$ cat src/sv/assert_macros.svh
// assertion macros for the complex magnitude sum rtl, included by cms_accum
// expects clk and rst_n in the scope of each use
`ifndef ASSERT_MACROS_SVH
`define ASSERT_MACROS_SVH

// property that must hold at every edge out of reset
`define CMS_ASSERT(label, prop, msg) \
  label: assert property (@(posedge clk) disable iff (!rst_n) (prop)) \
    else $error(msg);

// condition in one cycle implies a condition in the next
`define CMS_ASSERT_NEXT(label, pre, post, msg) \
  label: assert property (@(posedge clk) disable iff (!rst_n) (pre) |=> (post)) \
    else $error(msg);

`endif

$ cat src/sv/cms_pkg.sv
// package for the complex magnitude sum block
// types and constants shared by the cells, the accumulator and the top level
`timescale 1ns / 1ps
`default_nettype none

package cms_pkg;

  // default width of one real or imaginary part
  localparam int ELEMENT_BITS_DEF = 32;

  // width of the running sum and of the stride register
  localparam int SUM_W    = 48;
  localparam int STRIDE_W = 12;

  localparam logic [SUM_W-1:0]    SUM_MAX      = {SUM_W{1'b1}};
  localparam logic [STRIDE_W-1:0] STRIDE_RESET = STRIDE_W'(1);

  // sideband travelling down the cell chain with each request
  typedef struct packed {
    logic valid;
    logic last;
    logic empty;
  } ctl_t;

endpackage

`default_nettype wire

$ cat src/sv/cms_sqrt_cell.sv
// one cell of the square root chain: settles result bit K by remainder method
// depends on cms_pkg for the sideband struct
`timescale 1ns / 1ps
`default_nettype none

module cms_sqrt_cell #(
  parameter int ELEMENT_BITS = cms_pkg::ELEMENT_BITS_DEF,
  parameter int K            = 0
) (
  input  logic                        clk,
  input  logic                        rst_n,
  input  logic                        en,
  input  cms_pkg::ctl_t               ctl_in,
  input  logic [2*ELEMENT_BITS-1:0]   rem_in,
  input  logic [ELEMENT_BITS-1:0]     root_in,
  output cms_pkg::ctl_t               ctl_out,
  output logic [2*ELEMENT_BITS-1:0]   rem_out,
  output logic [ELEMENT_BITS-1:0]     root_out
);

  localparam int SW = 2 * ELEMENT_BITS;
  localparam int TW = SW + 1;

  cms_pkg::ctl_t           ctl_r, ctl_nxt;
  logic [SW-1:0]           rem_r, rem_nxt;
  logic [ELEMENT_BITS-1:0] root_r, root_nxt;
  logic [TW-1:0]           trial;
  logic                    take;

  // (root + 2^K)^2 - root^2 = root * 2^(K+1) + 2^(2K)
  assign trial = ({{(ELEMENT_BITS+1){1'b0}}, root_in} << (K + 1))
               + ({{(TW-1){1'b0}}, 1'b1} << (2 * K));
  assign take  = {1'b0, rem_in} >= trial;

  always_comb begin
    ctl_nxt  = ctl_r;
    rem_nxt  = rem_r;
    root_nxt = root_r;
    if (en) begin
      ctl_nxt  = ctl_in;
      rem_nxt  = take ? (rem_in - trial[SW-1:0]) : rem_in;
      root_nxt = take ? (root_in | ({{(ELEMENT_BITS-1){1'b0}}, 1'b1} << K)) : root_in;
    end
  end

  // control reset, payload free running
  always_ff @(posedge clk) begin
    if (!rst_n) begin
      ctl_r <= '0;
    end else begin
      ctl_r <= ctl_nxt;
    end
    rem_r  <= rem_nxt;
    root_r <= root_nxt;
  end

  assign ctl_out  = ctl_r;
  assign rem_out  = rem_r;
  assign root_out = root_r;

endmodule

`default_nettype wire

$ cat config.mk
export PLATFORM = sky130hd
export DESIGN_NAME = cms_sqrt_cell
export DESIGN_NICKNAME = d
export VERILOG_FILES = /design/src/sv/assert_macros.svh /design/src/sv/cms_pkg.sv /design/src/sv/cms_sqrt_cell.sv
export SDC_FILE = /design/constraint.sdc
export NUM_CORES = 1
export LEC_CHECK = 0
export ABC_AREA = 1
export BUFFER_PORTS_ARGS = -buffer_cell sky130_fd_sc_hd__buf_2
export CAP_MARGIN = 20
export CORE_UTILIZATION = 49
export DETAILED_ROUTE_END_ITERATION = 8
export GPL_ROUTABILITY_DRIVEN = 0
export HOLD_SLACK_MARGIN = 0.03
export PLACE_DENSITY = 0.76
export SYNTH_ARGS = -nofsm -noshare
export SYNTH_HDL_FRONTEND = slang
export SYNTH_SLANG_ARGS = --single-unit
$ cat constraint.sdc
create_clock -name clk -period 2.3 [get_ports clk]
set_input_delay 0.23 -clock clk [delete_from_list [all_inputs] [get_ports clk]]
set_output_delay 0.23 -clock clk [all_outputs]
set_load 0.01 [all_outputs]
==> impl_metrics.toml <==
[layout]
syn2layout_area_growth_pct = 24.3
fin_cells = 1601
fin_util = 0.634
layout-drive-gt1-share = 0.248
antenna_cells = 0
layout.nets = 1521

[synthesis]
synth_top_area_cell = "edfxtp_1"
yosys-top-cells-area = "edfxtp_1 (37%), nand2_1 (20%), inv_1 (10%), nor2_1 (6.1%), ha_1 (5.2%)"
synth_seq_cells = 99
yosysWarnings = 0
syn-num-nets = 1270
synth_area_sq_um = 7870
ys_types = 33
yosys.area.top_type_share = 0.367
syn_avg_cell_area_sq_um = 6.94
ys_seq_area_frac = 0.374
synth_cells = 1134

[power]
powerDensity_nw_per_um2 = 558
ir_worst_vdd_uv = 362
power_mw = 5.46
p_leak_nw = 5.01

[sta]
hold_viol = 0
finalSetupViolCount = 0
slew_headroom = 0.645
max_freq_ghz = 0.493
worstMarginPinSlew_ns = 0.532
setup_tns_ns = 0
drv_slew = 0
min_period_over_period = 0.882
fin_hold_ws_ns = 0.0575
post-route-min-period_ns = 2.03
skew_ns = 0
rsz0062_at_grt = "false"

[detailed_routing]
drt-vias-per-instance = 4.99
avgRoutedWirePerCell_um = 13.9
vias = 7988
drt.antenna.violating_nets = 0
drtIter0Drc = 656
route.detailed.drc = 0
dr.pass1.iters = 7
wirelength_um = 22200

[cts]
post-cts-setup-buffers = 0
clkTransAtPathRegs_ns = 0.07
clk_path_buf_depth = 2
cts.sinks = 99
cts_buffers = 9
root_buffer = "clkbuf_16"
cts_tree = "yes"
post_cts_resized = 0
htree_levels = 3
hold_buffers = 0
insertion_delay_ns = 0.35

[floorplanning]
io_pins = 201
die-area_sq_um = 16600
coreArea_sq_um = 15400
die_w_um = 129
die_h_um = 129
rows = 45
start_util = 0.510

[global_route]
overflow = 0
grt_pass1_wl_um = 34300
antenna_found_initial = 1
grt_max_degree = 101
grtUsageTotal = 0.269
grt_pass1_vias = 7241

[flow_run]
maxCapViolations = 0

[critical_path]
reg2reg_slack_ns = 1.68
r2r_start = "ctl_out[0]"
rr_worst_depth = 2
cp.required_ns = 2.42
r2r-end = "ctl_out[0]"
crit_fanout = 34
cp_data_arrival_time_ns = 2.15
worst_setup_path_start_kind = "primary input"
worstSetupPathType = "in2reg"
end_kind = "flop"

[hold_path]
hp-start = "root_in[13]"
min_path_cells = 1
worstHoldPathType = "in2reg"
hold-path-endpoint = "root_out[13]"

[outcome]
status = "finished, final reports clean"

[placement]
io_buffers = 200
place_inst = 1585
dpl.hpwl_um = 18000
==> logic make-up (layout without fill, tap and decap cells) <==
group                      after synthesis  in the layout  share of synthesized area
xor gates and xnor gates                30             30                     0.0334
adders and majority gates               34             34                     0.0550
DFF                                     99             99                      0.374
buffers and inverters                  228            484                      0.118
and+or+nand+nor                        657            657                      0.343
AOI/OAI and AO/OA                       86             86                     0.0765
==> cells in the final DEF (no fill, tap or decap), drive strengths merged, types with 3 or more instances in the layout <==
cell / n
a21oi: 50
buf: 250
clkbuf: 12
dfxtp: 3
edfxtp: 96
ha: 33
inv: 217
nand2: 443
nand3: 48
nand4: 8
nor2: 138
nor3: 17
o21ai: 32
xnor2: 21
xor2: 9
==> through the flow <==
stage                     setup slack, ns  area, sq um
after floorplan                     0.184         7870
after global placement           -0.00936         9450
after detailed placement          -0.0422         9450
after CTS                           0.307         9780
after global routing                0.141         9780
final                               0.270         9780
==> routing by layer <==
layer,track usage,vias up,wire length (um)
li1,-,4010,-
met1,0.356,3540,9770
met2,0.429,377,9900
met3,0.0428,61,1810
met4,0.134,0,760
met5,0,-,0
==> critical path: stages <==
cell and delay [ns]:
buf_2 0.09, inv_1 0.04, ha_1 0.36, nand2_1 0.14, nor2_2 0.19, nand2_2 0.14
nor2_4 0.14, nand3_1 0.09, nand2_2 0.08, inv_2 0.04, nand2_4 0.06, clkinv_2 0.14
buf_12 0.22, nand2_1 0.10, o21ai_2 0.05
==> report_power, final <==
group	switching [mW]	leakage, nW	internal, mW
Clock	0.670	0.153	0.986
Combinational	0.922	3.89	0.613
Sequential	0.0492	0.965	2.22
Total	1.64	5.01	3.82
==> synth_stat cells <==
master and n:
xor2_1 9, a21oi_2 28, buf_2 1, or2_2 1, inv_1 215, edfxtp_1 96
nand2_1 423, o21a_1 1, fa_1 1, inv_2 3, buf_8 2, o21ai_1 10
clkbuf_1 1, o21ai_0 7, buf_6 6, a21o_1 1, a21oi_1 22, nand2_2 17
nand3_2 1, ha_1 33, o21bai_1 2, nand2_4 3, dfxtp_1 3, nand3_1 47
nor2_4 3, nor2_2 8, nor3_2 2, nand4_1 8, xnor2_1 21, o21ai_2 15
nor2_1 127, nor3_1 15, nand3b_1 2
==> area by class of cell <==
cell class                      instances  area (sq um)
Clock inverter                          4          76.3
Inverter                              218           820
Tap cell                              211           264
Clock buffer                           12           246
Timing Repair Buffer                  250          1430
Multi-Input combinational cell        807          4000
Fill cell                            1477          5650
Sequential cell                        99          2940
==> registers in the layout, indices dropped and copies added (netlist names) <==
| name | cells |
|---|---|
| ctl_out | 3 |
| rem_out | 64 |
| root_out | 32 |
==> worst max path at each step <==
| stage | start | end | slack (ns) | depth (start not counted) |
|---|---|---|---|---|
| CTS | root_in[26] | rem_out[15] | 0.31 | 15 |
| global placement | root_in[25] | rem_out[32] | -0.009 | 15 |
| global route | root_in[26] | rem_out[13] | 0.14 | 15 |
| finish | root_in[26] | rem_out[15] | 0.27 | 15 |
| detailed placement | root_in[25] | rem_out[14] | -0.04 | 15 |
| floorplan | root_in[0] | rem_out[10] | 0.18 | 15 |
(Power assumes the default switching activity.)
