<file path="config.mk">
export PLATFORM = sky130hd
export DESIGN_NAME = cms_accum
export DESIGN_NICKNAME = d
export VERILOG_FILES = /design/src/sv/cms_pkg.sv /design/src/sv/cms_accum.sv
export VERILOG_INCLUDE_DIRS = /design/src /design/src/sv
export SDC_FILE = /design/constraint.sdc
export NUM_CORES = 1
export LEC_CHECK = 0
export CELL_PAD_IN_SITES_DETAIL_PLACEMENT = 0
export CELL_PAD_IN_SITES_GLOBAL_PLACEMENT = 2
export CORE_MARGIN = 3
export CORE_UTILIZATION = 42
export DETAILED_ROUTE_END_ITERATION = 8
export DONT_BUFFER_PORTS = 1
export PLACE_DENSITY_LB_ADDON = 0.1
export SLEW_MARGIN = 20
export SYNTH_ARGS = -nofsm -noshare
export SYNTH_HDL_FRONTEND = slang
export SYNTH_SLANG_ARGS = --single-unit
export TNS_END_PERCENT = 100
</file>
<file path="constraint.sdc">
create_clock -name clk -period 10.05 [get_ports clk]
set_input_delay 0.5025 -clock clk [delete_from_list [all_inputs] [get_ports clk]]
set_output_delay 0.5025 -clock clk [all_outputs]
set_load 0.05 [all_outputs]
</file>
<file path="src/sv/assert_macros.svh">
// assertion macros for the complex magnitude sum rtl, included by cms_accum
// expects clk and rst_n in the scope of each use
`ifndef ASSERT_MACROS_SVH
`define ASSERT_MACROS_SVH

// property that must hold at every edge out of reset
`define CMS_ASSERT(label, prop, msg) \
  label: assert property (@(posedge clk) disable iff (!rst_n) (prop)) \
    else $error(msg);

// condition in one cycle implies a condition in the next
`define CMS_ASSERT_NEXT(label, pre, post, msg) \
  label: assert property (@(posedge clk) disable iff (!rst_n) (pre) |=> (post)) \
    else $error(msg);

`endif

</file>
<file path="src/sv/cms_pkg.sv">
// package for the complex magnitude sum block
// types and constants shared by the cells, the accumulator and the top level
`timescale 1ns / 1ps
`default_nettype none

package cms_pkg;

  // default width of one real or imaginary part
  localparam int ELEMENT_BITS_DEF = 32;

  // width of the running sum and of the stride register
  localparam int SUM_W    = 48;
  localparam int STRIDE_W = 12;

  localparam logic [SUM_W-1:0]    SUM_MAX      = {SUM_W{1'b1}};
  localparam logic [STRIDE_W-1:0] STRIDE_RESET = STRIDE_W'(1);

  // sideband travelling down the cell chain with each request
  typedef struct packed {
    logic valid;
    logic last;
    logic empty;
  } ctl_t;

endpackage

`default_nettype wire

</file>
<file path="src/sv/cms_accum.sv">
// saturating accumulator and output register at the end of the cell chain
// depends on cms_pkg and assert_macros.svh
`timescale 1ns / 1ps
`default_nettype none
`include "assert_macros.svh"

module cms_accum #(
  parameter int ELEMENT_BITS = cms_pkg::ELEMENT_BITS_DEF
) (
  input  logic                        clk,
  input  logic                        rst_n,
  input  cms_pkg::ctl_t               fin_ctl,
  input  logic [ELEMENT_BITS-1:0]     fin_root,
  input  logic                        stride_ok,
  input  logic                        out_ready,
  output logic                        out_valid,
  output logic [cms_pkg::SUM_W-1:0]   out_sum,
  output logic                        out_saturated,
  output logic                        hold
);

  localparam int SW = cms_pkg::SUM_W;

  logic [SW-1:0] acc_r, acc_nxt;
  logic          sat_r, sat_nxt;
  logic          out_valid_r, out_valid_nxt;
  logic [SW-1:0] out_sum_r, out_sum_nxt;
  logic          out_sat_r, out_sat_nxt;
  logic [SW:0]   sum_wide;
  logic [SW-1:0] add_acc;
  logic          add_sat;
  logic          emit, step;

  // a request that ends a vector needs the output register free
  assign emit = fin_ctl.valid && (fin_ctl.last || fin_ctl.empty);
  assign hold = emit && out_valid_r && !out_ready;
  assign step = fin_ctl.valid && !hold;

  // saturating add of the modulus
  assign sum_wide = {1'b0, acc_r} + {{(SW+1-ELEMENT_BITS){1'b0}}, fin_root};
  assign add_acc  = sum_wide[SW] ? cms_pkg::SUM_MAX : sum_wide[SW-1:0];
  assign add_sat  = sum_wide[SW] | sat_r;

  always_comb begin
    acc_nxt       = acc_r;
    sat_nxt       = sat_r;
    out_valid_nxt = out_valid_r && !out_ready;
    out_sum_nxt   = out_sum_r;
    out_sat_nxt   = out_sat_r;
    if (step) begin
      if (fin_ctl.empty) begin
        acc_nxt       = '0;
        sat_nxt       = 1'b0;
        out_valid_nxt = 1'b1;
        out_sum_nxt   = '0;
        out_sat_nxt   = 1'b0;
      end else if (fin_ctl.last) begin
        acc_nxt       = '0;
        sat_nxt       = 1'b0;
        out_valid_nxt = 1'b1;
        out_sum_nxt   = stride_ok ? add_acc : '0;
        out_sat_nxt   = stride_ok && add_sat;
      end else begin
        acc_nxt = add_acc;
        sat_nxt = add_sat;
      end
    end
  end

  always_ff @(posedge clk) begin
    if (!rst_n) begin
      acc_r       <= '0;
      sat_r       <= 1'b0;
      out_valid_r <= 1'b0;
    end else begin
      acc_r       <= acc_nxt;
      sat_r       <= sat_nxt;
      out_valid_r <= out_valid_nxt;
    end
    out_sum_r <= out_sum_nxt;
    out_sat_r <= out_sat_nxt;
  end

  assign out_valid     = out_valid_r;
  assign out_sum       = out_sum_r;
  assign out_saturated = out_sat_r;

  // saturation flag only with the sum pinned at its maximum
  `CMS_ASSERT(a_sat_acc_max, !sat_r || acc_r == cms_pkg::SUM_MAX, "sat set below max")
  `CMS_ASSERT(a_out_sat_max, !(out_valid_r && out_sat_r) || out_sum_r == cms_pkg::SUM_MAX, "saturated result below max")
  // no result appears unless a vector ended
  `CMS_ASSERT_NEXT(a_no_extra, !out_valid_r && !emit, !out_valid_r, "result without vector end")

endmodule

`default_nettype wire

</file>
==> reports/metrics.cfg <==
[status]
outcome = finished clean

[placement]
detailed_place_hpwl_mm = 12.17
finalWeightedCongestion = 0.8497
io_buffers = 0
dpl_worst_slack_ps = 6077
placedCellCount = 858

[sta]
max_freq_mhz = 266.0
relSlewSlack_pct = 36.10
drv_slew = 0
fin_setup_tns_ps = 0
fin_ws_ps = 6291
skew_ps = 9.192
setup-violations-final = 0
hold_viol = 0
final.min_clock_period_ps = 3759
tightest_slew_ps = 957.4
finalCritPeriodShare_pct = 37.41
rsz0062_at_grt = false

[worst_setup_path]
path_max_fanout = 50
regToRegStartpoint = acc_r[0]
crit_required_ps = 10210
reg2reg_slack_ps = 6290
r2r_end = out_sum[47]
endpoint_kind = register
start_kind = register
crit_type = register to register
cp-startpoint = acc_r[0]
cp.arrival_ps = 3910
r2r_cells = 11

[cts]
cts_setup_buffers = 0
cts_tree = built
clock_latency_ps = 350
cts-hold-fix-buffers = 0
clock_sinks = 99
clkTransAtPathRegs_ps = 70
clk_path_buf_depth = 2
cts_root_buffer = clkbuf_16
cts_resized = 0
numCtsBuffers = 9
htree_num_levels = 3

[cells_and_area]
drive_above_1_share_pct = 6.916
syn2layout_area_growth_pct = 7.292
layout.cells.non_filler = 874
antenna_cells = 0
fin_nets = 761

[drt]
finalWirelength_mm = 17.06
drc = 0
vias_per_cell = 5.868
initialDrtViolationCount = 240
vias = 5129
wl_per_cell_um = 19.51
first_pass_iters = 5
final_antenna_net_count = 0

[global_route]
grt.overflow.total = 0
grt_max_degree = 51
antenna_found_initial = 0
grt_first_pass_wirelength_mm = 27.04
grt_usage_pct = 21.42
grt_pass1_vias = 4893

[worst_hold_path]
hold_end = acc_r[40]
hp-class = input pin to register
min-delay-start = rst_n
min_delay_path_depth = 1

[synth]
synthesis.area_sq_um = 6126
syn_nets = 778
synth_edf_count = 49
ys_warn_count = 0
ys_seq_elements = 99
synthTopCellsByArea = edfxtp_1 (24%), dfxtp_1 (16%), a21oi_1 (6.8%)
synthDistinctLibCells = 71
avgSynthCellArea_sq_um = 8.677
yosysSeqAreaShare_pct = 40.36
syn_inst = 706
synthArstFlopShare_pct = 0
yosys_most_used_dff = dfxtp_1
synth.top_cell.area_share_pct = 24.02
synth_top_area_cell = edfxtp_1

[power_and_ir_drop]
p_leak_uw = 0.002535
total_power_uw = 992.6
power_density_nw_per_um2 = 151.0
ir_drop_v = 0.00008691

[job]
maxCapViolCount = 0

[floorplan]
dieArea_sq_um = 16070
die_w_um = 126.8
io_pins = 90
dieHeight_um = 126.8
start_util_pct = 43.46
design.core.area_sq_um = 14100
rows = 43

-- worst max path at each step --
| stage | cells after the start | end |
|---|---|---|
| floorplan | 4 | out_saturated |
| finish | 11 | out_sum[47] |
| global route | 11 | out_sum[47] |
| CTS | 11 | out_sum[47] |
| detailed placement | 11 | out_sum[47] |
| global placement | 11 | out_sum[39] |
-- logic make-up (layout without fill, tap and decap cells) --
family | count (synthesis) | count (layout) | share of synthesized area, %
AND/OR/NAND/NOR | 261 | 261 | 19.93
AO/OA/AOI/OAI | 231 | 231 | 24.29
flip-flops | 99 | 99 | 40.36
buffers and inverters | 49 | 37 | 3.697
adder cells (fa/ha/maj) | 33 | 33 | 6.863
XOR/XNOR | 28 | 28 | 4.003
multiplexers | 5 | 5 | 0.8578
-- stage by stage --
stage	utilization [%]	instance area [sq um]	hold slack, ps
2_1_floorplan	-	6126	429.1
3_3_place_gp	44.27	6240	439.3
3_5_place_dp	44.27	6240	449.5
4_1_cts	46.59	6568	282.2
5_1_grt	46.63	6573	279.8
6_report	46.63	6573	293.2
-- area by class of cell --
| class | instances | area, sq um |
|---|---|---|
| Clock buffer | 11 | 242.7 |
| Inverter | 15 | 56.30 |
| Tap cell | 180 | 225.2 |
| Fill cell | 1386 | 7523 |
| Timing Repair Buffer | 6 | 45.04 |
| Multi-Input combinational cell | 558 | 3446 |
| Clock inverter | 5 | 85.08 |
| Sequential cell | 99 | 2472 |
-- synthesized netlist by cell type, drive strengths merged (3+ instances only) --
library cell  number
a31oi              5
nand2b             5
nand3             15
inv               15
a21oi             84
and3               9
nand4             12
nor3              17
ha                32
or2                5
and4               3
o21a               5
o211ai            10
o21ai             57
a211oi            13
nor2              90
and2               8
clkbuf            21
xor2              11
a21o              23
nand2             79
dfxtp             50
o31ai              3
mux2i              3
nor2b              3
buf               13
or3                5
xnor2             17
a22o               3
o21bai             5
edfxtp            49
-- sequential cells by signal (all words and copies together) (netlist names) --
| name | cells |
|---|---|
| acc_r | 48 |
| out_valid | 1 |
| sat_r | 1 |
| out_sum | 48 |
| out_saturated | 1 |
-- where the power goes --
group,internal (uW),switching (uW),leakage [uW]
Sequential,443,51.8,0.000895
Combinational,35.8,73.9,0.00148
Clock,227,162,0.000156
Total,705,287,0.00253
-- worst max-delay path: stages, from the launching register on --
cell	delay [ps]
dfxtp_1	340
ha_1	180
fa_1	240
a211oi_2	90
o211ai_1	270
a31oi_1	240
a211oi_2	410
o31a_1	470
and2_1	340
buf_4	530
nor3_1	120
a211oi_1	310
-- placed cells by master, fill, tap and decap left out, drive strengths merged, types with 6 or more instances in the layout --
| cell | n |
|---|---|
| a21o | 23 |
| ha | 32 |
| a21oi | 84 |
| nand3 | 15 |
| nor3 | 17 |
| clkbuf | 11 |
| inv | 16 |
| edfxtp | 49 |
| xnor2 | 17 |
| nor2 | 90 |
| o21ai | 57 |
| nand4 | 12 |
| nand2 | 79 |
| a211oi | 13 |
| and2 | 8 |
| and3 | 9 |
| xor2 | 11 |
| buf | 6 |
| o211ai | 10 |
| dfxtp | 50 |
-- metal layers --
metal	vias up	global-route usage, %	share of wire [%]
met4	0	5.868	1.3
met2	121	33.22	45
met1	2446	30.35	49
met3	14	4.547	4.8
li1	2548	-	-
met5	-	0	0
Note: power is estimated with default switching activity, not from simulation.
