===== src/sv/assert_macros.svh =====
// assertion macros for the complex magnitude sum rtl, included by cms_accum
// expects clk and rst_n in the scope of each use
`ifndef ASSERT_MACROS_SVH
`define ASSERT_MACROS_SVH

// property that must hold at every edge out of reset
`define CMS_ASSERT(label, prop, msg) \
  label: assert property (@(posedge clk) disable iff (!rst_n) (prop)) \
    else $error(msg);

// condition in one cycle implies a condition in the next
`define CMS_ASSERT_NEXT(label, pre, post, msg) \
  label: assert property (@(posedge clk) disable iff (!rst_n) (pre) |=> (post)) \
    else $error(msg);

`endif


===== src/sv/cms_pkg.sv =====
// package for the complex magnitude sum block
// types and constants shared by the cells, the accumulator and the top level
`timescale 1ns / 1ps
`default_nettype none

package cms_pkg;

  // default width of one real or imaginary part
  localparam int ELEMENT_BITS_DEF = 32;

  // width of the running sum and of the stride register
  localparam int SUM_W    = 48;
  localparam int STRIDE_W = 12;

  localparam logic [SUM_W-1:0]    SUM_MAX      = {SUM_W{1'b1}};
  localparam logic [STRIDE_W-1:0] STRIDE_RESET = STRIDE_W'(1);

  // sideband travelling down the cell chain with each request
  typedef struct packed {
    logic valid;
    logic last;
    logic empty;
  } ctl_t;

endpackage

`default_nettype wire


===== src/sv/cms_sq_cell.sv =====
// one cell of the squaring chain: adds the shifted partial products for one bit of a^2 + b^2
// depends on cms_pkg for the sideband struct
`timescale 1ns / 1ps
`default_nettype none

module cms_sq_cell #(
  parameter int ELEMENT_BITS = cms_pkg::ELEMENT_BITS_DEF,
  parameter int IDX          = 0
) (
  input  logic                        clk,
  input  logic                        rst_n,
  input  logic                        en,
  input  cms_pkg::ctl_t               ctl_in,
  input  logic [ELEMENT_BITS-1:0]     a_in,
  input  logic [ELEMENT_BITS-1:0]     b_in,
  input  logic [2*ELEMENT_BITS-1:0]   s_in,
  output cms_pkg::ctl_t               ctl_out,
  output logic [ELEMENT_BITS-1:0]     a_out,
  output logic [ELEMENT_BITS-1:0]     b_out,
  output logic [2*ELEMENT_BITS-1:0]   s_out
);

  localparam int SW = 2 * ELEMENT_BITS;

  cms_pkg::ctl_t         ctl_r, ctl_nxt;
  logic [ELEMENT_BITS-1:0] a_r, a_nxt, b_r, b_nxt;
  logic [SW-1:0]         s_r, s_nxt;
  logic [SW-1:0]         pa, pb;

  // partial products for bit IDX of each magnitude
  assign pa = a_in[IDX] ? ({{ELEMENT_BITS{1'b0}}, a_in} << IDX) : '0;
  assign pb = b_in[IDX] ? ({{ELEMENT_BITS{1'b0}}, b_in} << IDX) : '0;

  always_comb begin
    ctl_nxt = ctl_r;
    a_nxt   = a_r;
    b_nxt   = b_r;
    s_nxt   = s_r;
    if (en) begin
      ctl_nxt = ctl_in;
      a_nxt   = a_in;
      b_nxt   = b_in;
      s_nxt   = s_in + pa + pb;
    end
  end

  // control reset, payload free running
  always_ff @(posedge clk) begin
    if (!rst_n) begin
      ctl_r <= '0;
    end else begin
      ctl_r <= ctl_nxt;
    end
    a_r <= a_nxt;
    b_r <= b_nxt;
    s_r <= s_nxt;
  end

  assign ctl_out = ctl_r;
  assign a_out   = a_r;
  assign b_out   = b_r;
  assign s_out   = s_r;

endmodule

`default_nettype wire


===== config.mk =====
export PLATFORM = sky130hd
export DESIGN_NAME = cms_sq_cell
export DESIGN_NICKNAME = d
export VERILOG_FILES = /design/src/sv/assert_macros.svh /design/src/sv/cms_pkg.sv /design/src/sv/cms_sq_cell.sv
export SDC_FILE = /design/constraint.sdc
export NUM_CORES = 1
export LEC_CHECK = 0
export ABC_AREA = 1
export CAP_MARGIN = 20
export CELL_PAD_IN_SITES_DETAIL_PLACEMENT = 1
export CELL_PAD_IN_SITES_GLOBAL_PLACEMENT = 1
export CORE_ASPECT_RATIO = 0.8
export CORE_MARGIN = 8
export CORE_UTILIZATION = 50
export CTS_CLUSTER_SIZE = 24
export DETAILED_ROUTE_END_ITERATION = 8
export DONT_BUFFER_PORTS = 1
export PLACE_DENSITY_LB_ADDON = 0.1
export REMOVE_ABC_BUFFERS = 1
export SLEW_MARGIN = 20
export SYNTH_ARGS = -nofsm -noshare
export SYNTH_HDL_FRONTEND = slang
export SYNTH_SLANG_ARGS = --single-unit

===== constraint.sdc =====
create_clock -name clk -period 3.9 [get_ports clk]
set_input_delay 0 -clock clk [delete_from_list [all_inputs] [get_ports clk]]
set_output_delay 0 -clock clk [all_outputs]
set_load 0.005 [all_outputs]

==> results of run 1 <==
## worst max-delay path: stages
cell           delay [ns]
dlygate4sd3_1        0.58
fa_1                 0.49
ha_1                 0.32
fa_1                 0.48
nand3_1              0.13
nand3_2              0.14
a21oi_1              0.38
o21ai_1              0.21
nand3_1              0.14
nand2_1              0.06
nand2_1              0.06
nand2_1              0.05
## routing by layer
| layer | GRT usage | part of all wire | vias to the layer above |
|---|---|---|---|
| li1 | - | - | 3847 |
| met1 | 0.380 | 0.44 | 4037 |
| met2 | 0.507 | 0.47 | 309 |
| met3 | 0.0761 | 0.074 | 45 |
| met4 | 0.0799 | 0.019 | 0 |
| met5 | 0 | 0 | - |
## per-stage QoR
step           setup WS, ns  utilization  power, mW  cell area [um^2]  hold slack, ns
5_1_grt               0.894        0.612       4.84             11000          0.0470
2_1_floorplan          1.67            -       2.52              9100          0.0989
6_report               1.04        0.612       4.67             11000          0.0374
4_1_cts                1.12        0.612       4.63             11000          0.0278
3_3_place_gp           1.23        0.521       2.82              9380          0.0990
3_5_place_dp           1.18        0.521       2.85              9380          0.0990
## layout by cell type, fill, tap and decap left out, types with 14 or more instances in the layout
cell type,synthesis,layout
xor2_1,29,29
a21oi_1,19,19
fa_1,33,33
nand3_1,69,69
dlygate4sd3_1,0,102
nand2_1,436,436
nand4_1,14,14
ha_1,32,32
nor2_1,76,76
inv_1,254,254
nor3_1,15,15
edfxtp_1,128,128
clkbuf_16,0,17
## layout make-up
type                       instances  area (um^2)  area share
tap                              230          288      0.0261
timing repair buffer             103         1050      0.0951
clock buffer                      19          443      0.0402
multi-input combinational        775         4220       0.383
inverter                         259          972      0.0882
clock inverter                    13          148      0.0134
sequential                       131         3900       0.354
## registers in the layout, summed over array words and instances, names as in the netlist
signal and count:
b_out 32, s_out 64, a_out 32, ctl_out 3
## worst max path at each step
| stage | from | end | slack (ns) | cells past startpoint |
|---|---|---|---|---|
| after floorplan | b_in[1] | s_out[55] | 1.67 | 17 |
| final | s_in[1] | s_out[49] | 1.04 | 12 |
| after CTS | s_in[1] | s_out[49] | 1.12 | 12 |
| after global routing | s_in[1] | s_out[49] | 0.89 | 12 |
| after global placement | b_in[0] | s_out[33] | 1.23 | 13 |
| after detailed placement | b_in[0] | s_out[33] | 1.18 | 13 |
## power by group through the flow
stage	Combinational [mW]	Sequential, mW	Clock, mW
after detailed placement	0.915	1.94	0
final	1.09	1.91	1.66
after global placement	0.883	1.94	0
after global routing	1.20	1.93	1.71
after CTS	1.05	1.92	1.66
after floorplan	0.645	1.87	0
## logic make-up (layout without fill, tap and decap cells)
family,after synthesis,in the layout
buf+inv,265,394
xor+xnor,30,30
fa+ha+maj,65,65
flops,131,131
simple gates,645,645
compound gates,35,35
==> impl_metrics.tcl, run 1 <==
set metrics [dict create \
    grt_first_pass_wirelength_um 52200 \
    grt_max_degree 133 \
    peakVddDrop_mv 0.286 \
    ff2ff_path_depth 3 \
    reg2reg_from "ctl_out[0]" \
    synthTopCellsByArea "edfxtp_1, nand2_1, inv_1" \
    ant_nets 0 \
    dp_cells 1395 \
    min_path_type "primary input to flop" \
    diodes 0 \
    cts_setup_buffers 0 \
    critPathRequiredTime_ns 4.08 \
    synth_common_cells "nand2_1, inv_1, edfxtp_1" \
    synth_fa_ha_area_frac 0.116 \
    seq_area_frac_synth 0.428 \
    intPower_mw 3.13 \
    clkLatencyLatePin_ns 0.43 \
    arrival_ns 3.04 \
    synthSimpleGateAreaFrac 0.296 \
    path_clk_slew_ns 0.06 \
    die_y_um 137 \
    nets 1486 \
    synthXorXnorAreaFrac 0.0288 \
    rsz0062_at_grt "false" \
    synth-seq-cells 131 \
    die_area_mm2 0.0228 \
    rrSetupSlack_ns 2.54 \
    core_area_mm2 0.0180 \
    viasPerCell 5.38 \
    syn2layout_area_growth_pct 20.9 \
    min_path_cells 5 \
    port_buffers 0 \
    grt-ovfl-total 0 \
    ios 265 \
    power.density_mw_per_mm2 423 \
    criticalPathCategory "primary input to flop" \
    p_comb_frac 0.234 \
    cts.sinks 131 \
    synth_warnings 0 \
    tightest_slew_ns 0.730 \
    globalplace.congestion 0.871 \
    start_util 0.507 \
    clockBufferDepth 2 \
    setup_viol 0 \
    synth_area_mm2 0.00912 \
    drv_cap 0 \
    p_switching_mw 1.54 \
    antenna_found_initial 0 \
    yosys.cell_types.count 32 \
    synth_mux_area_frac 0 \
    hold-path-endpoint "s_out[63]" \
    yosys.area.top_type "edfxtp_1" \
    grtUsageTotal 0.300 \
    hold_violations 0 \
    drt_iter0_drc 734 \
    synth-compound-area-share 0.0217 \
    yosysMostFrequentCell "nand2_1" \
    r2r_end "ctl_out[0]" \
    die_w_um 167 \
    synth_top_area_frac 0.422 \
    worstPathMaxFanout 5 \
    wl_per_cell_um 22.1 \
    fill_cells 2191 \
    final.setup_skew_ns 0 \
    min_period_ns 2.86 \
    grt_pass1_vias 8908 \
    finalWirelength_um 33800 \
    synth_area_per_cell_um2 7.79 \
    critPathLaunchType "primary input" \
    holdBufCountCts 103 \
    power_frac_clock 0.356 \
    root_buffer "clkbuf_16" \
    cts_inserted_buffers 17 \
    share_seq_of_total_power 0.410 \
    finalCritPeriodShare 0.733 \
    p_leak_nw 5.72 \
    cts_tree "built" \
    critPathCaptureType "flop" \
    dpl.hpwl_um 24000 \
    fin_setup_tns_ns 0 \
    slew_violations 0 \
    relSlewSlack 0.513 \
    hp-start "s_in[61]" \
    synth_top_family_by_area "simple AND/OR/NAND/NOR gates" \
    fmax_ghz 0.350 \
    synth_edf_count 128 \
    rows 44 \
    drive_gt1_frac 0.0500 \
    first_pass_iters 5 \
    netlist_instances 1171 \
    finalNonFillerCells 1530 \
    outcome "complete, no violations" \
    drc 0 \
    swShare 0.330 \
    synth-main-ff-cell "edfxtp_1" \
    vias 8238 \
    cts_resized 0 \
    h-tree-depth 4 \
    async_flop_share 0 \
]
No activity file was read; power rests on OpenSTA's default activity.
==> run 2, diff against run 1 <==
--- a/config.mk
+++ b/config.mk
@@ -11,7 +11,7 @@
 export CELL_PAD_IN_SITES_GLOBAL_PLACEMENT = 1
 export CORE_ASPECT_RATIO = 0.8
 export CORE_MARGIN = 8
-export CORE_UTILIZATION = 50
+export CORE_UTILIZATION = 47
 export CTS_CLUSTER_SIZE = 24
 export DETAILED_ROUTE_END_ITERATION = 8
 export DONT_BUFFER_PORTS = 1
==> constraint.sdc (replaced) <==
create_clock -name clk -period 2.7 [get_ports clk]
set_input_delay 0 -clock clk [delete_from_list [all_inputs] [get_ports clk]]
set_output_delay 0 -clock clk [all_outputs]
set_load 0.005 [all_outputs]
==> run 2 against run 1 <==
The run now ends with hold timing left. Final cell count grew 2.4%. Setup slack got worse by 0.85 ns. Worst hold slack lost 0.36 ns. Global-route usage shrank 1.2 points. Core utilization decreased by 2.6 points. Total power is 44% higher. Critical endpoint is now s_out[33]. Largest cell class unchanged. Highest routed layer unchanged.
==> impl_metrics.tcl, run 2 (synthesized netlist as in run 1, its figures left out) <==
set metrics [dict create \
    antenna_found_initial 0 \
    path_clk_slew_ns 0.07 \
    peakVddDrop_mv 0.353 \
    largest_reg_flops 64 \
    nets 1494 \
    outcome "finished, violations left" \
    mostFrequentLayoutCells "nand2_1, inv_1, edfxtp_1, dlygate4sd3_1, nor2_1" \
    root_buffer "clkbuf_16" \
    die_area_mm2 0.0241 \
    critPathRequiredTime_ns 2.87 \
    criticalPathCategory "primary input to flop" \
    finalCritPeriodShare 0.928 \
    clkLatencyLatePin_ns 0.44 \
    fmax_ghz 0.399 \
    die_w_um 172 \
    vias 8250 \
    grt_first_pass_wirelength_um 52000 \
    first_pass_iters 5 \
    h-tree-depth 4 \
    rsz0062_at_grt "false" \
    drt_iter0_drc 743 \
    drc 0 \
    grt_pass1_vias 8756 \
    p_leak_nw 5.76 \
    cts_inserted_buffers 17 \
    diodes 0 \
    final.setup_skew_ns 0 \
    cts_tree "built" \
    arrival_ns 2.68 \
    fin_setup_tns_ns 0 \
    die_y_um 141 \
    final_common_cell "nand2_1" \
    port_buffers 0 \
    dpl.hpwl_um 24700 \
    min_period_ns 2.50 \
    tightest_slew_ns 0.507 \
    finalWirelength_um 34800 \
    relSlewSlack 0.660 \
    worstPathMaxFanout 5 \
    start_util 0.481 \
    grt_max_degree 133 \
    drv_cap 0 \
    grtUsageTotal 0.287 \
    power.density_mw_per_mm2 603 \
    ios 265 \
    ant_nets 0 \
    globalplace.congestion 0.908 \
    core_area_mm2 0.0190 \
    hold_ws_ns -0.324 \
    holdBufCountCts 106 \
    rows 45 \
    cts.sinks 131 \
    wl_per_cell_um 22.3 \
    drive_gt1_frac 0.0558 \
    total_power_mw 6.70 \
    min_path_type "primary input to flop" \
    grt-ovfl-total 0 \
    slew_violations 0 \
    critPathLaunchType "primary input" \
    violations "hold timing" \
    clockBufferDepth 2 \
    setup_viol 0 \
    syn2layout_area_growth_pct 21.9 \
    critPathCaptureType "flop" \
    hold_violations 128 \
    viasPerCell 5.27 \
]
-- run 2: per-stage QoR --
step | hold WS [ns] | utilization | area [um^2] | instances | worst slack, ns
final | -0.324 | 0.586 | 11100 | 1566 | 0.195
after global routing | -0.330 | 0.586 | 11100 | 1566 | 0.0235
after CTS | -0.323 | 0.585 | 11100 | 1565 | 0.0224
after detailed placement | 0.0990 | 0.498 | 9450 | 1427 | 0.0763
after global placement | 0.0990 | 0.498 | 9450 | 1427 | 0.127
after floorplan | 0.0989 | - | 9100 | 1165 | 0.467
-- run 2: final cells by class --
class	count	area, um^2
Clock buffer	18	439
Clock inverter	14	141
Fill cell	2291	7860
Inverter	259	972
Multi-Input combinational cell	775	4240
Sequential cell	131	3900
Tap cell	258	323
Timing Repair Buffer	111	1100
-- run 2: final timing paths --
| path | depth (start not counted) | slack (ns) | endpoint | from |
|---|---|---|---|---|
| worst max-delay path | 12 | 0.20 | s_out[33] | s_in[1] |
| worst max register to register | 4 | 0.89 | ctl_out[1] | ctl_out[1] |
| worst min register to register | 3 | 1.18 | ctl_out[2] | ctl_out[2] |
| worst min-delay path | 0 | -0.32 | a_out[10] | en |
-- run 2: layer usage --
metal  vias to the layer above  track usage  part of all wire  wire, um
li1                       3855            -                 -         -
met1                      3957        0.370              0.42     14500
met2                       388        0.468              0.46     16000
met3                        50       0.0703              0.10      3490
met4                         0       0.0938             0.024       825
met5                         -            0                 0         0
-- run 2: worst max-delay path, cell delays in order --
cell and delay (ns):
dlygate4sd3_1 0.58, fa_2 0.49, ha_4 0.21, fa_2 0.37, nand3_1 0.11, nand3_2 0.12, a21oi_1 0.30, o21ai_1 0.17
nand2_1 0.11, nand3_1 0.07, nand2_1 0.07, nand2_1 0.08
-- run 2: repair_timing --
| action | 4_1_cts | 5_1_grt |
|---|---|---|
| buffers inserted | 0 | 1 |
| resized for setup | 0 | 4 |
| hold endpoints to repair | 228 | 128 |
| setup endpoints to repair | 0 | 14 |
-- run 2: where the power goes --
part	internal, mW	switching [mW]	total [mW]
logic	0.562	1.03	1.59
registers	2.58	0.188	2.76
clock network	1.32	1.03	2.35
total	4.46	2.24	6.70
==> run 3, diff against run 2 <==
==> constraint.sdc (replaced) <==
create_clock -name clk -period 2.7 [get_ports clk]
set_input_delay 0.54 -clock clk [delete_from_list [all_inputs] [get_ports clk]]
set_output_delay 0.54 -clock clk [all_outputs]
set_load 0.005 [all_outputs]
==> run 3 against run 2 <==
The flow now finishes without violations. Clock power rose by 3%. Setup slack got worse by 0.084 ns. Cell area fell by 3.7%. Via count fell by 3.8%. Combinational power rose by 9%. Register-to-register slack improved by 1.1 ns. First-iteration DRC count fell by 35%. Fmax fell by 3.2%. Core utilization fell by 2.2 points. Sequential power barely moved. Largest power group unchanged. Highest routed layer unchanged.
==> impl_metrics.tcl, run 3 (synthesized netlist as in run 1, its figures left out) <==
set metrics [dict create \
    root_buffer "clkbuf_16" \
    power.density_mw_per_mm2 646 \
    port_buffers 0 \
    rrSetupSlack_ns 1.97 \
    die_w_um 172 \
    final.setup_skew_ns 0 \
    syn2layout_area_growth_pct 17.4 \
    ff2ff_path_depth 2 \
    finalWirelength_um 31800 \
    critPathRequiredTime_ns 2.90 \
    hold-path-endpoint "a_out[31]" \
    rsz0062_at_grt "false" \
    hold_ws_ns 0.196 \
    ant_nets 0 \
    slew_violations 0 \
    globalplace.congestion 0.882 \
    cts_tree "built" \
    drt_iter0_drc 482 \
    fill_cells 2352 \
    clkLatencyLatePin_ns 0.43 \
    grt_max_degree 133 \
    drc 0 \
    core_area_mm2 0.0190 \
    ios 265 \
    gr-usage-met1 0.332 \
    relSlewSlack 0.683 \
    vias 7939 \
    clockBufferDepth 2 \
    h-tree-depth 4 \
    worstPathMaxFanout 33 \
    arrival_ns 2.79 \
    finalCritPeriodShare 0.959 \
    criticalPathCategory "primary input to flop" \
    rows 45 \
    hold_violations 0 \
    outcome "complete, no violations" \
    viasPerCell 5.16 \
    min_path_type "primary input to flop" \
    drv_cap 0 \
    path_clk_slew_ns 0.07 \
    grtUsageTotal 0.260 \
    r2r_end "ctl_out[1]" \
    drive_gt1_frac 0.126 \
    place_area_mm2 0.0100 \
    crit_chain "nand2_1 -> inv_1 -> fa_1 -> ha_1 -> nand2_1 -> nor2_1 -> inv_1 -> nor3_1 -> nand2_1 -> nand2_1 -> nand2_1 -> nand3_1 -> nand2_1" \
    grt_pass1_vias 8331 \
    cts_inserted_buffers 17 \
    largest_reg_flops 64 \
    grtUsageMet3 0.0781 \
    mostFrequentLayoutCells "nand2_1, inv_1, edfxtp_1, buf_4, nor2_1" \
    cts.sinks 131 \
    diodes 0 \
    peakVddDrop_mv 0.401 \
    critPathLaunchType "primary input" \
    finalNonFillerCells 1538 \
    tightest_slew_ns 0.472 \
    wl_per_cell_um 20.7 \
    grt_first_pass_wirelength_um 47500 \
    min_path_cells 0 \
    grt_util_met2 0.426 \
    cts_setup_buffers 0 \
    critPathCaptureType "flop" \
    grt-ovfl-total 0 \
    cp_common_cell "nand2_1" \
    critical-path-max-stage-delay_ns 0.47 \
    busiest_layer "met2" \
    stdcell_area_mm2 0.0107 \
    nets 1466 \
    fmax_ghz 0.386 \
    critPathSlowestCell "fa_1" \
    antenna_found_initial 0 \
    die_y_um 141 \
    dpl.hpwl_um 25400 \
    dp_cells 1506 \
    hp-start "a_in[31]" \
    first_pass_iters 5 \
    min_period_ns 2.59 \
    p_leak_nw 5.70 \
    start_util 0.481 \
    die_area_mm2 0.0241 \
    setup_viol 0 \
    final_common_cell "nand2_1" \
    reg2reg_from "ctl_out[1]" \
]
-- run 3: area by class of cell --
type,count,area [um^2],area share
clock buffers,17,425,0.0398
clock inverters,15,179,0.0167
inverters,259,972,0.0908
multi-input cells,775,4280,0.400
flip-flops and latches,131,3900,0.365
well taps,258,323,0.0302
repair buffers,83,623,0.0582
-- run 3: per-layer routing --
metal / wire [um] / up-vias
li1: - / 3799
met3: 3140 / 30
met4: 415 / 0
met2: 14800 / 295
met5: 0 / -
met1: 13500 / 3815
-- run 3: metrics by stage --
stage / TNS [ns] / worst slack (ns) / total power, mW / util
global route: 0 / 0.00239 / 7.19 / 0.564
CTS: 0 / 0.0158 / 6.91 / 0.561
detailed placement: -12.46 / -0.365 / 4.45 / 0.529
floorplan: -0.393 / -0.0734 / 3.64 / -
finish: 0 / 0.111 / 6.91 / 0.564
global placement: -7.98 / -0.227 / 4.39 / 0.529
-- run 3: worst max path at each step --
stage / startpoint / endpoint / depth (start not counted)
global route: b_in[0] / s_out[48] / 14
CTS: b_in[0] / s_out[39] / 17
floorplan: b_in[1] / s_out[55] / 17
finish: b_in[0] / s_out[61] / 13
detailed placement: b_in[0] / s_out[39] / 17
global placement: b_in[0] / s_out[62] / 13
-- run 3: worst max-delay path: cells and delay by family --
family / cells / cell delay [ns]
AND/OR/NAND/NOR: 9 / 1.11
adder cells (fa/ha/maj): 2 / 0.93
buffers and inverters: 2 / 0.17
-- run 3: what timing repair did --
| action | in CTS | in global routing |
|---|---|---|
| setup endpoints to repair | 0 | 33 |
| gates resized for setup | 0 | 15 |
| hold buffers | 0 | 0 |
-- run 3: report_power, final --
| group | total, mW | internal [mW] | leakage (nW) | switching (mW) |
|---|---|---|---|---|
| Combinational | 1.74 | 0.695 | 4.13 | 1.04 |
| Sequential | 2.74 | 2.57 | 1.28 | 0.168 |
| Clock | 2.43 | 1.33 | 0.295 | 1.10 |
